**src/crcfd_pkg.sv**
```systemverilog
`timescale 1ns / 1ps
// ----------------------------------------------------------------------------
// CRC-16 frame deframer package
// Shared types, status codes, register indexes and the byte-wide
// CRC-16/CCITT-FALSE update.
// ----------------------------------------------------------------------------
package crcfd_pkg;

    localparam logic [2:0] ST_OK        = 3'd0;
    localparam logic [2:0] ST_SHORT     = 3'd1;
    localparam logic [2:0] ST_BAD_START = 3'd2;
    localparam logic [2:0] ST_BAD_VER   = 3'd3;
    localparam logic [2:0] ST_TOO_LONG  = 3'd4;
    localparam logic [2:0] ST_CRC_BAD   = 3'd5;

    localparam logic [1:0] REG_START_WORD  = 2'd0;
    localparam logic [1:0] REG_VERSION     = 2'd1;
    localparam logic [1:0] REG_MAX_PAYLOAD = 2'd2;

    localparam logic [15:0] CRC_INIT  = 16'hFFFF;
    localparam logic [15:0] CRC_POLY  = 16'h1021;
    localparam logic [15:0] LIMIT_CAP = 16'd65520;
    localparam logic [15:0] HDR_LEN   = 16'd13;

    // One result item on its way to the output.
    typedef struct packed {
        logic        kind;
        logic [7:0]  payload_byte;
        logic [2:0]  status;
        logic [15:0] msg_id;
        logic [15:0] sequence_res;
        logic [31:0] timestamp;
        logic [15:0] payload_length;
        logic [15:0] received_crc;
    } res_t;

    function automatic logic [15:0] crc_feed(input logic [15:0] crc, input logic [7:0] b);
        logic [15:0] c;
        c = crc ^ {b, 8'h00};
        for (int k = 0; k < 8; k++) begin
            c = c[15] ? ((c << 1) ^ CRC_POLY) : (c << 1);
        end
        return c;
    endfunction

endpackage

```
**src/crcfd_parser.sv**
```systemverilog
`timescale 1ns / 1ps
// ----------------------------------------------------------------------------
// CRC-16 frame deframer front end
// Walks the frame byte by byte, runs the CRC and produces result items.
// ----------------------------------------------------------------------------
module crcfd_parser (
    input  logic               aclk,
    input  logic               aresetn,
    input  logic               in_valid,
    input  logic [7:0]         in_byte,
    input  logic               in_end,
    input  logic [15:0]        start_word,
    input  logic [7:0]         version_value,
    input  logic [15:0]        max_payload,
    output logic               res_valid,
    output crcfd_pkg::res_t    res
);

    logic [15:0] pos_reg, crc_reg, id_reg, seq_reg, len_reg;
    logic [31:0] time_reg;
    logic [7:0]  low_reg;
    logic        sbad_reg, vbad_reg, rep_reg;
    logic [15:0] pos_next, crc_next, id_next, seq_next, len_next;
    logic [31:0] time_next;
    logic [7:0]  low_next;
    logic        sbad_next, vbad_next, rep_next;

    logic [15:0] lim;
    logic [16:0] pay_end;
    logic [15:0] rcv;
    logic        summ;
    logic [2:0]  st;

    assign lim     = (max_payload > crcfd_pkg::LIMIT_CAP) ? crcfd_pkg::LIMIT_CAP : max_payload;
    assign pay_end = {1'b0, len_reg} + {1'b0, crcfd_pkg::HDR_LEN};
    assign rcv     = {in_byte, low_reg};

    always_comb begin
        pos_next = pos_reg; crc_next = crc_reg; id_next = id_reg; seq_next = seq_reg;
        len_next = len_reg; time_next = time_reg; low_next = low_reg;
        sbad_next = sbad_reg; vbad_next = vbad_reg; rep_next = rep_reg;
        res_valid = 1'b0;
        res = '0;
        summ = 1'b0;
        st = crcfd_pkg::ST_OK;
        if (in_valid && !rep_reg) begin
            if (pos_reg <= 16'd12) begin
                crc_next = crcfd_pkg::crc_feed(crc_reg, in_byte);
                case (pos_reg[3:0])
                    4'd0: low_next = in_byte;
                    4'd1: sbad_next = ({in_byte, low_reg} != start_word);
                    4'd2: vbad_next = (in_byte != version_value);
                    4'd3: id_next[7:0] = in_byte;
                    4'd4: id_next[15:8] = in_byte;
                    4'd5: seq_next[7:0] = in_byte;
                    4'd6: seq_next[15:8] = in_byte;
                    4'd7: time_next[7:0] = in_byte;
                    4'd8: time_next[15:8] = in_byte;
                    4'd9: time_next[23:16] = in_byte;
                    4'd10: time_next[31:24] = in_byte;
                    4'd11: len_next[7:0] = in_byte;
                    default: len_next[15:8] = in_byte;
                endcase
            end else if (sbad_reg || vbad_reg || len_reg > lim) begin
                if (pos_reg >= 16'd14) begin
                    summ = 1'b1;
                    st = sbad_reg ? crcfd_pkg::ST_BAD_START :
                         (vbad_reg ? crcfd_pkg::ST_BAD_VER : crcfd_pkg::ST_TOO_LONG);
                end
            end else if ({1'b0, pos_reg} < pay_end) begin
                crc_next = crcfd_pkg::crc_feed(crc_reg, in_byte);
                res_valid = 1'b1;
                res.payload_byte = in_byte;
            end else if ({1'b0, pos_reg} == pay_end) begin
                low_next = in_byte;
            end else begin
                summ = 1'b1;
                st = (rcv == crc_reg) ? crcfd_pkg::ST_OK : crcfd_pkg::ST_CRC_BAD;
            end
            if (!summ && in_end) begin
                summ = 1'b1;
                st = crcfd_pkg::ST_SHORT;
            end
            if (summ) begin
                res_valid = 1'b1;
                res = '0;
                res.kind = 1'b1;
                res.status = st;
                if (st != crcfd_pkg::ST_SHORT) begin
                    res.msg_id = id_reg;
                    res.sequence_res = seq_reg;
                    res.timestamp = time_reg;
                    res.payload_length = len_reg;
                end
                if (st == crcfd_pkg::ST_OK || st == crcfd_pkg::ST_CRC_BAD) begin
                    res.received_crc = rcv;
                end
                rep_next = 1'b1;
            end
            if (pos_reg != 16'hFFFF) pos_next = pos_reg + 16'd1;
        end
        if (in_valid && in_end) begin
            pos_next = '0; crc_next = crcfd_pkg::CRC_INIT; id_next = '0; seq_next = '0;
            len_next = '0; time_next = '0; low_next = '0;
            sbad_next = 1'b0; vbad_next = 1'b0; rep_next = 1'b0;
        end
    end

    always_ff @(posedge aclk) begin
        if (!aresetn) begin
            pos_reg <= '0; crc_reg <= crcfd_pkg::CRC_INIT; id_reg <= '0; seq_reg <= '0;
            len_reg <= '0; time_reg <= '0; low_reg <= '0;
            sbad_reg <= 1'b0; vbad_reg <= 1'b0; rep_reg <= 1'b0;
        end else begin
            pos_reg <= pos_next; crc_reg <= crc_next; id_reg <= id_next; seq_reg <= seq_next;
            len_reg <= len_next; time_reg <= time_next; low_reg <= low_next;
            sbad_reg <= sbad_next; vbad_reg <= vbad_next; rep_reg <= rep_next;
        end
    end

endmodule

```
**src/crcfd_queue.sv**
```systemverilog
`timescale 1ns / 1ps
// ----------------------------------------------------------------------------
// CRC-16 frame deframer result queue
// Four-entry queue of result items between the front end and the output.
// ----------------------------------------------------------------------------
module crcfd_queue (
    input  logic               aclk,
    input  logic               aresetn,
    input  logic               wr_en,
    input  crcfd_pkg::res_t    wr_data,
    output logic               has_room,
    output logic               rd_valid,
    output crcfd_pkg::res_t    rd_data,
    input  logic               rd_en
);

    crcfd_pkg::res_t mem [4];
    logic [1:0] wp_reg, rp_reg, wp_next, rp_next;
    logic [2:0] cnt_reg, cnt_next;
    logic       do_wr, do_rd;

    assign do_wr    = wr_en;
    assign do_rd    = rd_en && (cnt_reg != 3'd0);
    assign has_room = (cnt_reg < 3'd3);
    assign rd_valid = (cnt_reg != 3'd0);
    assign rd_data  = mem[rp_reg];
    assign wp_next  = do_wr ? wp_reg + 2'd1 : wp_reg;
    assign rp_next  = do_rd ? rp_reg + 2'd1 : rp_reg;
    assign cnt_next = cnt_reg + {2'b0, do_wr} - {2'b0, do_rd};

    always_ff @(posedge aclk) begin
        if (do_wr) mem[wp_reg] <= wr_data;
    end

    always_ff @(posedge aclk) begin
        if (!aresetn) begin
            wp_reg <= '0; rp_reg <= '0; cnt_reg <= '0;
        end else begin
            wp_reg <= wp_next; rp_reg <= rp_next; cnt_reg <= cnt_next;
        end
    end

endmodule

```
**src/crc16_frame_deframer.sv**
```systemverilog
`timescale 1ns / 1ps
// ----------------------------------------------------------------------------
// CRC-16 frame deframer
// Decodes one length-prefixed, CRC-16/CCITT-FALSE protected frame per buffer.
// ----------------------------------------------------------------------------
// Bytes of a receive buffer enter on the s_ channel, tlast on the buffer's
// last byte. The front end runs a byte-wide CRC update and accepts a byte
// every cycle while the result queue has room. Result items leave on the
// m_ channel: payload bytes (tuser kind 0) as they arrive and one frame
// summary (kind 1) with status and header fields. Each accepted byte's
// result is registered in the queue before it reaches m_.
// A stalled receiver fills a four-entry queue; s_tready drops once it holds
// three items, so nothing is lost. Reset clears frame state and the queue
// and loads the register defaults (start word 0, version 0, limit 256).
// Registers are written through cfg_we/cfg_index/cfg_data by the user only while idle; the block does not enforce it.
// ----------------------------------------------------------------------------
module crc16_frame_deframer (
    input  logic         aclk,
    input  logic         aresetn,
    input  logic         s_tvalid,
    output logic         s_tready,
    input  logic [7:0]   s_tdata,    // data_byte
    input  logic         s_tlast,    // buffer_end
    output logic         m_tvalid,
    input  logic         m_tready,
    output logic [111:0] m_tdata,    // payload_byte, status, msg_id, sequence_res,
                                     // timestamp, payload_length, received_crc, pad
    output logic         m_tuser,    // kind
    input  logic         cfg_we,
    input  logic [1:0]   cfg_index,
    input  logic [15:0]  cfg_data
);

    logic [15:0] start_reg, max_reg;
    logic [7:0]  ver_reg;
    logic        res_valid, room;
    crcfd_pkg::res_t res, q_out;

    always_ff @(posedge aclk) begin
        if (!aresetn) begin
            start_reg <= '0; ver_reg <= '0; max_reg <= 16'd256;
        end else if (cfg_we) begin
            case (cfg_index)
                crcfd_pkg::REG_START_WORD:  start_reg <= cfg_data;
                crcfd_pkg::REG_VERSION:     ver_reg <= cfg_data[7:0];
                crcfd_pkg::REG_MAX_PAYLOAD: max_reg <= cfg_data;
                default: ;
            endcase
        end
    end

    assign s_tready = room;

    crcfd_parser u_parser (
        .aclk(aclk), .aresetn(aresetn),
        .in_valid(s_tvalid && room), .in_byte(s_tdata), .in_end(s_tlast),
        .start_word(start_reg), .version_value(ver_reg), .max_payload(max_reg),
        .res_valid(res_valid), .res(res)
    );

    crcfd_queue u_queue (
        .aclk(aclk), .aresetn(aresetn),
        .wr_en(res_valid), .wr_data(res), .has_room(room),
        .rd_valid(m_tvalid), .rd_data(q_out), .rd_en(m_tready)
    );

    assign m_tuser = q_out.kind;
    assign m_tdata = {5'b0, q_out.received_crc, q_out.payload_length, q_out.timestamp,
                      q_out.sequence_res, q_out.msg_id, q_out.status, q_out.payload_byte};

endmodule
```
**config.mk**
```make
export PLATFORM = sky130hd
export DESIGN_NAME = crc16_frame_deframer
export DESIGN_NICKNAME = d
export VERILOG_FILES = /design/src/crcfd_pkg.sv /design/src/crcfd_parser.sv /design/src/crcfd_queue.sv /design/src/crc16_frame_deframer.sv
export SDC_FILE = /design/constraint.sdc
export NUM_CORES = 1
export LEC_CHECK = 0
export ABC_CLOCK_PERIOD_IN_PS = 8900
export BUFFER_PORTS_ARGS = -buffer_cell sky130_fd_sc_hd__buf_2
export CORE_MARGIN = 4
export CORE_UTILIZATION = 36
export DETAILED_ROUTE_END_ITERATION = 7
export HOLD_SLACK_MARGIN = 0.02
export PLACE_DENSITY = 0.61
export SYNTH_ARGS = -nofsm -noshare
export SYNTH_HDL_FRONTEND = slang
export SYNTH_SLANG_ARGS = --single-unit
```
**constraint.sdc**
```tcl
create_clock -name aclk -period 8.9 [get_ports aclk]
set_clock_uncertainty 0.2 [all_clocks]
set_input_delay 1.335 -clock aclk [delete_from_list [all_inputs] [get_ports aclk]]
set_output_delay 1.335 -clock aclk [all_outputs]
set_load 0.005 [all_outputs]
```
==> summary.txt, run 1 <==
Layout
  • Most common cell after layout, fill and taps aside: edfxtp_1
  • Commonest non-fill, non-tap cells in the layout: edfxtp_1, nand2_1, dfxtp_1
  • Non-Filler Instances: 2,760
  • Max reg flops: ~430
  • # fillers: 6,268
  • Share of post-route cells with drive strength above 1: 0.221
  • NumNets Final: ~1,900
  • Area growth from synthesis to layout: 15.0%
  • Register Area: 16,400 µm²
  • Area occupied by multi-input gates: just under 8000 µm²

Clock tree
  • Root buffer cell: clkbuf_16
  • CTS Buf Count: 58
  • Clock slew at reported path FFs: 60 ps
  • Post-CTS Resized: 0
  • CTS tree: done
  • Sink Count: about 600
  • H-Tree Level Count: 2
  • Worst skew pair latency: 620 ps
  • Clock buffer depth: 3
  • Hold-fix buffers, CTS: 0
  • Setup Buffers After CTS: 0

Timing
  • Setup violators final: 0
  • Setup tns final: 0 ps
  • PnR worst setup slack: 3540 ps
  • RSZ-0062 raised after global routing: false
  • Worst-Margin Slew: 1170 ps
  • Final Critical Period: 5360 ps
  • Maximum clock rate: between 150 and 200 MHz
  • Worst rel slew slack: 0.216
  • Final period utilization: 0.602
  • Fin. Hold Viols: 0
  • Final Max Slew Viols: 0

Pwr
  • VDD IR max: 160 µV
  • Total power: 7.20 mW
  • P_int: 5.34 mW
  • Sequential share of power: 0.451
  • Switch Pwr: roughly 1.9 mW
  • Lkg Pwr: approximately 9.6 nW
  • Power per cell area: between 200 and 300 nW/µm²
  • Sw Share: 0.258
  • Clk pwr share: 0.378
  • Comb power frac: 0.171

Yosys
  • Async SR Flop Fraction: 0
  • Synth top area share: 0.522
  • Count of cell types in the netlist: just over 70
  • Top cells by area, synth: edfxtp_1, dfxtp_1, mux4_2
  • Syn Std Cell Area: 24,900 µm²
  • Syn Area/Cell: 14.5 µm²
  • Register area share after synthesis: 0.660
  • Synth Warn #: 0
  • Main flop type after synthesis: edfxtp_1
  • Area leader, netlist: edfxtp_1
  • EDFF count, synth: around 430
  • Synth Register Bits: about 600
  • Synth Instances: around 1,700

Floorplan
  • Total die area: between 70,000 and 80,000 µm²
  • Die Y: around 270 µm
  • # IOs: 147
  • FP Rows: 96
  • Core area: approximately 70,000 µm²
  • Die Wd: 271 µm
  • Starting density of the core: 0.363

Worst setup path
  • Endpoint class of the critical path: flip-flop
  • Worst path most repeated cell: ha_1
  • Startpoint Class: flip-flop
  • Max incr delay on CP: a little under 800 ps
  • CP max-delay cell: nor2b_4
  • Worst EP required: 8950 ps
  • Critical path's top delay family: simple AND/OR/NAND/NOR gates
  • Worst-path cell chain: ha_1 -> nor3_2 -> and4bb_4 -> nand3_1 -> xor2_1 -> ha_1 -> nand4_1 -> nor4_2 -> o21ai_0 -> a31oi_4 -> nand2_2 -> o32ai_4 -> o31ai_4 -> nor2b_4 -> buf_4
  • Crit-path max FO: 45
  • WS Path Type: flip-flop to flip-flop
  • Buf+Inv Stages, Crit Path: 1
  • Arr. time, crit path: roughly 5400 ps

Global routing
  • First-pass GRT wire length: between 90,000 and 100,000 µm
  • Global Route Usage Sum: 0.161
  • Initial antenna violation count: 4
  • Overflow after GRT: 0
  • Vias in the first global route: 14,600
  • Pin count of the biggest net entering global routing: 87

Placed design
  • HPWL after DPL: about 37,000 µm
  • GP Congestion: 0.835
  • Setup WS pre-CTS: 3480 ps
  • Dpl cells: 2,650
  • Port Buf Inserts: ~140

Min path
  • Worst hold path class: flip-flop to flip-flop

Detailed routing
  • WL/cell: 21.6 µm
  • Vias per inst: 5.23
  • Iteration-0 DRC Markers: 1,199
  • WL final: 59,700 µm
  • Post-DRT Antenna Nets: 0
  • Drt pass-1 iters: 5
  • Residual DRC: 0
  • Routed via count: about 14,000

Job
  • Max-cap violations: 0

Status
  • Status: finished, final reports clean
-- cell usage after synthesis (15+ instances only) --
library cell	instances
dfxtp_1	172
a21oi_1	124
xnor2_1	59
o211ai_1	17
and2_1	15
nand2_1	188
xor2_1	27
and4bb_2	15
nand3_1	89
nor2_1	55
nand4_1	24
clkbuf_1	71
edfxtp_1	432
ha_1	44
mux4_2	108
mux2i_1	26
and3_1	82
inv_1	37
-- tightest hold or removal path: cells and delay by family, from the launching register on --
kind,cells,cell delay (ps)
flip-flops,1,300
AO/OA/AOI/OAI,1,50
AND/OR/NAND/NOR,1,50
-- cell families (layout without fill, tap and decap cells) --
group,Yosys count,count (layout),share of synthesized area
adder cells (fa/ha/maj),45,45,0.0230
AO/OA/AOI/OAI,178,178,0.0435
multiplexers,134,134,0.108
buffers and inverters,149,309,0.0267
XOR/XNOR,86,86,0.0303
other,1,6,0.000151
flip-flops,604,604,0.660
AND/OR/NAND/NOR,516,516,0.108
-- worst paths after layout --
kind	startpoint	end	slack (ps)	depth (start not counted)
worst max-delay path	u_parser.len_reg[1]$_SDFFE_PP0P_	u_queue.mem[3][15]$_DFFE_PP_	3540	15
worst min-delay path	u_parser.time_reg[24]$_SDFFE_PP0P_	u_parser.time_reg[24]$_SDFFE_PP0P_	250	2
worst max register to register	u_parser.len_reg[1]$_SDFFE_PP0P_	u_queue.mem[3][15]$_DFFE_PP_	3540	15
worst min register to register	u_parser.time_reg[24]$_SDFFE_PP0P_	u_parser.time_reg[24]$_SDFFE_PP0P_	250	2
-- power by group through the flow --
stage	sequential (mW)	clock, mW	combinational (mW)
after floorplan	3.23	0	0.838
after global routing	3.27	2.89	1.35
after CTS	3.25	2.78	1.27
after global placement	3.31	0	1.26
after detailed placement	3.31	0	1.27
final	3.25	2.72	1.23
-- metal layers --
| layer | wire length (µm) | track usage | share of wire |
|---|---|---|---|
| met3 | 3080 | 0.0272 | 0.052 |
| met5 | 0 | 0 | 0 |
| met2 | 28600 | 0.266 | 0.48 |
| met1 | 26300 | 0.219 | 0.44 |
| met4 | 1700 | 0.0481 | 0.028 |
-- per-stage QoR --
stage | instance area, µm² | utilization | hold slack, ps
2_1_floorplan | 24900 | - | 232
3_3_place_gp | 26400 | 0.386 | 238
3_5_place_dp | 26400 | 0.386 | 242
4_1_cts | 28600 | 0.418 | 250
5_1_grt | 28600 | 0.418 | 267
6_report | 28600 | 0.418 | 250
-- final cells by class --
type | count | share of cell area
antenna | 1 | 0.0000875
clock buffer | 72 | 0.0558
multi-input combinational | 964 | 0.275
inverter | 38 | 0.00499
tap | 882 | 0.0386
sequential | 604 | 0.574
timing repair buffer | 162 | 0.0311
clock inverter | 37 | 0.0197
Note: power is estimated with default switching activity, not from simulation.
==> run 2: changes to the inputs <==
--- a/config.mk
+++ b/config.mk
@@ -5,7 +5,7 @@
 export SDC_FILE = /design/constraint.sdc
 export NUM_CORES = 1
 export LEC_CHECK = 0
-export ABC_CLOCK_PERIOD_IN_PS = 8900
+export ABC_CLOCK_PERIOD_IN_PS = 4900
 export BUFFER_PORTS_ARGS = -buffer_cell sky130_fd_sc_hd__buf_2
 export CORE_MARGIN = 4
 export CORE_UTILIZATION = 36
==> constraint.sdc (replaced) <==
create_clock -name aclk -period 4.9 [get_ports aclk]
set_clock_uncertainty 0.2 [all_clocks]
set_input_delay 0.735 -clock aclk [delete_from_list [all_inputs] [get_ports aclk]]
set_output_delay 0.735 -clock aclk [all_outputs]
set_load 0.005 [all_outputs]
==> run 2 against run 1 <==
Net effect:
- critical path depth grew 1
- first-iteration DRC count shrank 15%
- sequential cell count is the same
- count of clock-buffer cells in the layout grew 9
- total power grew 76%
- highest routed layer is now met5
- largest cell class unchanged
- die area is the same
==> summary.txt, run 2 (synthesized netlist as in run 1, its figures left out) <==
Layout
  • Commonest non-fill, non-tap cells in the layout: edfxtp_1, nand2_1, dfxtp_1
  • Share of post-route cells with drive strength above 1: 0.225 (+0.00428)
  • Max reg flops: 432 (unchanged)
  • Final core occ: 0.420 (+0.00292)
  • Most common cell after layout, fill and taps aside: edfxtp_1
  • NumNets Final: 1,933 (+1.5%)
  • Area growth from synthesis to layout: 15.8%

Status
  • Status: finished, final reports clean

Clock tree
  • Setup Buffers After CTS: 0 (unchanged)
  • Root buffer cell: clkbuf_16
  • Worst skew pair latency: 610 ps (about the same)
  • Hold-fix buffers, CTS: 0 (unchanged)
  • Clock buffer depth: 3 (unchanged)
  • Clock slew at reported path FFs: 60 ps (about the same)
  • H-Tree Level Count: 2 (unchanged)
  • CTS Buf Count: 60 (+3.4%)
  • Post-CTS Resized: 0 (unchanged)
  • CTS tree: done
  • Sink Count: 604 (unchanged)

Timing
  • Fin. Hold Viols: 0 (unchanged)
  • Final Critical Period: 4530 ps (-831 ps)
  • Worst-Margin Slew: 1210 ps (+40.9 ps)
  • Setup tns final: 0 ps (unchanged)
  • Final Max Slew Viols: 0 (unchanged)
  • PnR worst setup slack: 372 ps (-3170 ps)
  • RSZ-0062 raised after global routing: false
  • Setup violators final: 0 (unchanged)
  • Hold WS: 186 ps (-64.3 ps)
  • Final period utilization: 0.924 (+0.322)
  • Maximum clock rate: 221 MHz (+18%)
  • Worst rel slew slack: 0.188 (-0.0278)

Placed design
  • HPWL after DPL: 38,900 µm (+4.2%)
  • Port Buf Inserts: 141 (unchanged)
  • Setup WS pre-CTS: 352 ps (-3130 ps)
  • GP Congestion: 0.860 (+3.1%)

Detailed routing
  • Met3 WL post-DR: 3880 µm (+26%)
  • Met2 wire length: 28,900 µm (+1.0%)
  • Routed via count: 14,600 (+1.3%)
  • WL final: 59,800 µm (about the same)
  • M1 wire length: 25,400 µm (-3.6%)
  • Top sig layer: met5
  • Drt pass-1 iters: 5 (unchanged)
  • Iteration-0 DRC Markers: 1,024 (-15%)
  • Vias per inst: 5.23 (about the same)
  • Post-DRT Antenna Nets: 0 (unchanged)
  • Residual DRC: 0 (unchanged)
  • WL/cell: 21.4 µm (-1.1%)

Worst setup path
  • WS Path Type: flip-flop to flip-flop
  • Startpoint Class: flip-flop
  • Worst EP required: 5160 ps (-3790 ps)
  • Arr. time, crit path: 4790 ps (-620 ps)
  • Crit-path max FO: 84 (+87%)
  • Endpoint class of the critical path: flip-flop

Floorplan
  • FP Rows: 96 (unchanged)
  • Total die area: 73,300 µm² (unchanged)
  • Die Wd: 271 µm (unchanged)
  • Core area: 68,500 µm² (unchanged)
  • Starting density of the core: 0.363 (unchanged)
  • Die Y: 271 µm (unchanged)
  • # IOs: 147 (unchanged)

Pwr
  • Lkg Pwr: 9.68 nW (+0.95%)
  • Power per cell area: 439 nW/µm² (+74%)
  • VDD IR max: 266 µV (+66%)

Global routing
  • Global Route Usage Sum: 0.161 (about the same)
  • Pin count of the biggest net entering global routing: 85 (-2.3%)
  • Initial antenna violation count: 7 (+3)
  • Overflow after GRT: 0 (unchanged)
  • Vias in the first global route: 14,700 (+0.62%)
  • First-pass GRT wire length: 90,800 µm (-0.15%)

Job
  • Max-cap violations: 0 (unchanged)

Min path
  • Worst hold path class: input pin to flip-flop
[run 2: cell types whose count changed in the layout (fill, tap and decap cells not counted), moves of 4 or more]
cell,previous run,this run
buf_12,2,18
clkbuf_1,3,19
buf_4,19,29
clkinv_1,5,14
clkbuf_8,9,1
bufinv_16,13,6
dfxtp_1,170,165
clkinvlp_2,4,0
dfxtp_2,0,4
[run 2: stage by stage]
step	instances	instance area, µm²	total power, mW
2_1_floorplan	1717	24900	7.38
3_3_place_gp	2676	26900	8.33
3_5_place_dp	2676	26900	8.36
4_1_cts	2790	28800	12.8
5_1_grt	2791	28800	13.2
6_report	2793	28800	12.6
[run 2: final cells by class]
type                       count  area (µm²)
antenna                        3        7.51
multi-input combinational    964        7890
fill                        6239       39700
clock inverter                33         315
timing repair buffer         188        1280
sequential                   604       16400
tap                          882        1100
inverter                      38         143
clock buffer                  81        1610
[run 2: worst max-delay path: stages (launching register included)]
cell	delay, ps
dfxtp_2	380
a21oi_1	110
nand2b_1	90
nand2_1	110
nor2_2	240
nand4_1	160
xor2_1	180
ha_1	310
nand3_2	100
nor4_2	330
o21ai_1	160
a31oi_4	220
nand2_2	110
o32ai_4	320
buf_4	620
and2_4	390
and4bb_2	300
[run 2: path summary, 6_finish.rpt]
path | cells after the start | slack [ps] | start | to
setup / recovery | 16 | 370 | u_parser.len_reg[0]$_SDFFE_PP0P_ | u_queue.mem[3][9]$_DFFE_PP_
hold / removal | 3 | 190 | cfg_data[9] | max_reg[9]$_SDFFE_PN0P_
setup reg to reg | 16 | 370 | u_parser.len_reg[0]$_SDFFE_PP0P_ | u_queue.mem[3][9]$_DFFE_PP_
hold reg to reg | 2 | 250 | u_parser.time_reg[23]$_SDFFE_PP0P_ | u_parser.time_reg[23]$_SDFFE_PP0P_
[run 2: where the power goes]
| group | leakage, nW | internal [mW] | total [mW] | switching [mW] |
|---|---|---|---|---|
| combinational | 3.56 | 1.09 | 2.34 | 1.25 |
| sequential | 5.19 | 5.66 | 5.84 | 0.186 |
| clock | 0.938 | 2.62 | 4.47 | 1.85 |
| total | 9.68 | 9.36 | 12.6 | 3.29 |
[run 2: routing by layer]
metal,up-vias,track usage
li1,6725,-
met1,7368,0.213
met2,415,0.267
met3,106,0.0373
met4,6,0.0436
met5,-,0
==> run 3: changes to the inputs <==
--- a/config.mk
+++ b/config.mk
@@ -12,6 +12,7 @@
 export DETAILED_ROUTE_END_ITERATION = 7
 export HOLD_SLACK_MARGIN = 0.02
 export PLACE_DENSITY = 0.61
+export REMOVE_ABC_BUFFERS = 1
 export SYNTH_ARGS = -nofsm -noshare
 export SYNTH_HDL_FRONTEND = slang
 export SYNTH_SLANG_ARGS = --single-unit
==> run 3 against run 2 <==
Net effect:
- count of clock-buffer cells in the layout up 7
- critical path type unchanged
- non-clock buffer count rose by 7
- cell count is 0.11% higher
==> summary.txt, run 3 (synthesized netlist as in run 1, its figures left out) <==
Clock tree
  • Hold-fix buffers, CTS: 0 (unchanged)
  • Clock slew at reported path FFs: 60 ps (about the same)
  • H-Tree Level Count: 2 (unchanged)
  • CTS tree: done
  • Clock buffer depth: 3 (unchanged)
  • CTS Buf Count: 60 (unchanged)
  • Root buffer cell: clkbuf_16
  • Worst skew pair latency: 620 ps (about the same)
  • Sink Count: 604 (unchanged)

Floorplan
  • Starting density of the core: 0.363 (unchanged)
  • Die Wd: 271 µm (unchanged)
  • Core area: 68,500 µm² (unchanged)
  • Die Y: 271 µm (unchanged)
  • # IOs: 147 (unchanged)
  • Total die area: 73,300 µm² (unchanged)
  • FP Rows: 96 (unchanged)

Placed design
  • HPWL after DPL: 38,700 µm (-0.57%)
  • Port Buf Inserts: 141 (unchanged)
  • DP Area: 26,900 µm² (about the same)
  • GP Congestion: 0.852 (-0.93%)

Layout
  • Register Area: 16,400 µm² (about the same)
  • Share of post-route cells with drive strength above 1: 0.226 (+0.000863)
  • Area growth from synthesis to layout: 16.1%
  • Max reg flops: 432 (unchanged)
  • NumNets Final: 1,940 (+0.36%)
  • # fillers: 6,234 (-0.080%)
  • Area occupied by multi-input gates: 7860 µm² (-0.35%)
  • # diodes: 0 (-3)
  • Commonest non-fill, non-tap cells in the layout: edfxtp_1, nand2_1, dfxtp_1
  • Final core occ: 0.422 (+0.00113)
  • Final instance area: 28,900 µm² (+0.27%)
  • Most common cell after layout, fill and taps aside: edfxtp_1

Timing
  • Fin. Hold Viols: 0 (unchanged)
  • Final Critical Period: 4640 ps (+115 ps)
  • Hold WS: 177 ps (-8.25 ps)
  • Final Max Slew Viols: 0 (unchanged)
  • Worst rel slew slack: 0.237 (+0.0488)
  • Worst-Margin Slew: 1140 ps (-72.9 ps)
  • Setup tns final: 0 ps (unchanged)
  • Maximum clock rate: 215 MHz (-2.5%)
  • Final period utilization: 0.948 (+0.0235)
  • Setup violators final: 0 (unchanged)

Detailed routing
  • Vias per inst: 5.24 (about the same)
  • Post-DRT Antenna Nets: 0 (unchanged)
  • Residual DRC: 0 (unchanged)
  • WL/cell: 21.4 µm (about the same)
  • Iteration-0 DRC Markers: 1,241 (+21%)
  • Routed via count: 14,700 (+0.21%)
  • Drt pass-1 iters: 5 (unchanged)
  • WL final: 59,900 µm (+0.18%)

Worst setup path
  • Endpoint class of the critical path: flip-flop
  • Reg2Reg Depth: 17 (+1)
  • Buf+Inv Stages, Crit Path: 2 (+1)
  • Critical path's top delay family: simple AND/OR/NAND/NOR gates
  • Arr. time, crit path: 4750 ps (-40 ps)
  • WS Path Type: flip-flop to flip-flop
  • CP max-delay cell: dfxtp_1
  • Worst-path cell chain: a21oi_1 -> nand2b_1 -> nand2_1 -> nor2_1 -> nand4_1 -> xor2_1 -> ha_1 -> nand3_1 -> nor4_2 -> o21ai_0 -> a31oi_4 -> nand2_2 -> o32ai_4 -> o31ai_4 -> buf_4 -> nor2b_4 -> buf_12
  • Worst R2R Start: u_parser.len_reg[2]$_SDFFE_PP0P_
  • Reg2Reg Setup Slack: 260 ps (-120 ps)
  • Max incr delay on CP: 470 ps (-150 ps)
  • R2R Path End: u_queue.mem[1][9]$_DFFE_PP_
  • Crit-path max FO: 29 (-65%)
  • Startpoint Class: flip-flop
  • CP Launch Point: u_parser.len_reg[2]$_SDFFE_PP0P_
  • Worst EP required: 5010 ps (-150 ps)

Job
  • Max-cap violations: 0 (unchanged)

Global routing
  • First-pass GRT wire length: 90,700 µm (-0.20%)
  • Global Route Usage Sum: 0.159 (-0.00122)
  • Pin count of the biggest net entering global routing: 85 (unchanged)
  • Vias in the first global route: 14,800 (+0.42%)
  • Initial antenna violation count: 5 (-2)
  • Overflow after GRT: 0 (unchanged)

Pwr
  • VDD IR max: 251 µV (-5.7%)
  • Power per cell area: 440 nW/µm² (+0.22%)
  • Lkg Pwr: 9.73 nW (+0.50%)

Status
  • Status: finished, final reports clean

Min path
  • Worst Hold Path EP: start_reg[12]$_SDFFE_PN0P_
  • Worst hold stages: 3 (unchanged)
  • Hold_sp: cfg_data[12]
  • Worst hold path class: input pin to flip-flop
run 3: tightest hold or removal path, stage by stage:
cell	delay (ps)
buf_2	110
nand2_1	50
a21oi_1	50
run 3: how the worst max path moves through the flow:
stage	to	cells past startpoint
final	u_queue.mem[1][9]$_DFFE_PP_	17
after CTS	u_queue.mem[2][2]$_DFFE_PP_	16
after global routing	u_queue.mem[3][5]$_DFFE_PP_	17
after global placement	u_queue.mem[0][13]$_DFFE_PP_	16
after detailed placement	u_queue.mem[3][6]$_DFFE_PP_	16
after floorplan	u_queue.mem[0][0]$_DFFE_PP_	4
run 3: where the power goes:
part	total, mW	internal (mW)	switching (mW)
clock network	4.53	2.63	1.90
registers	5.86	5.66	0.203
logic	2.32	1.09	1.23
run 3: metal layers:
layer / GRT usage / up-vias / part of all wire
met5: 0 / - / 0.00065
met4: 0.0355 / 6 / 0.017
met3: 0.0251 / 77 / 0.049
met2: 0.260 / 371 / 0.48
met1: 0.226 / 7441 / 0.46
li1: - / 6755 / -
run 3: timing repair:
item,4_1_cts,5_1_grt
setup endpoints to repair,0,106
buffers inserted,0,5
resized for setup,0,5
run 3: final cells by class:
| class | count | share of cell area |
|---|---|---|
| sequential | 604 | 0.569 |
| multi-input combinational | 964 | 0.272 |
| clock buffer | 88 | 0.0592 |
| timing repair buffer | 195 | 0.0477 |
| tap | 882 | 0.0382 |
| clock inverter | 25 | 0.00854 |
| inverter | 38 | 0.00494 |
run 3: stage by stage:
stage	power, mW	std cells	worst slack, ps
after floorplan	7.46	1606	-5080
after global placement	8.33	2678	382
after detailed placement	8.36	2678	169
after CTS	12.9	2791	143
after global routing	13.3	2796	-11.6
final	12.7	2796	257
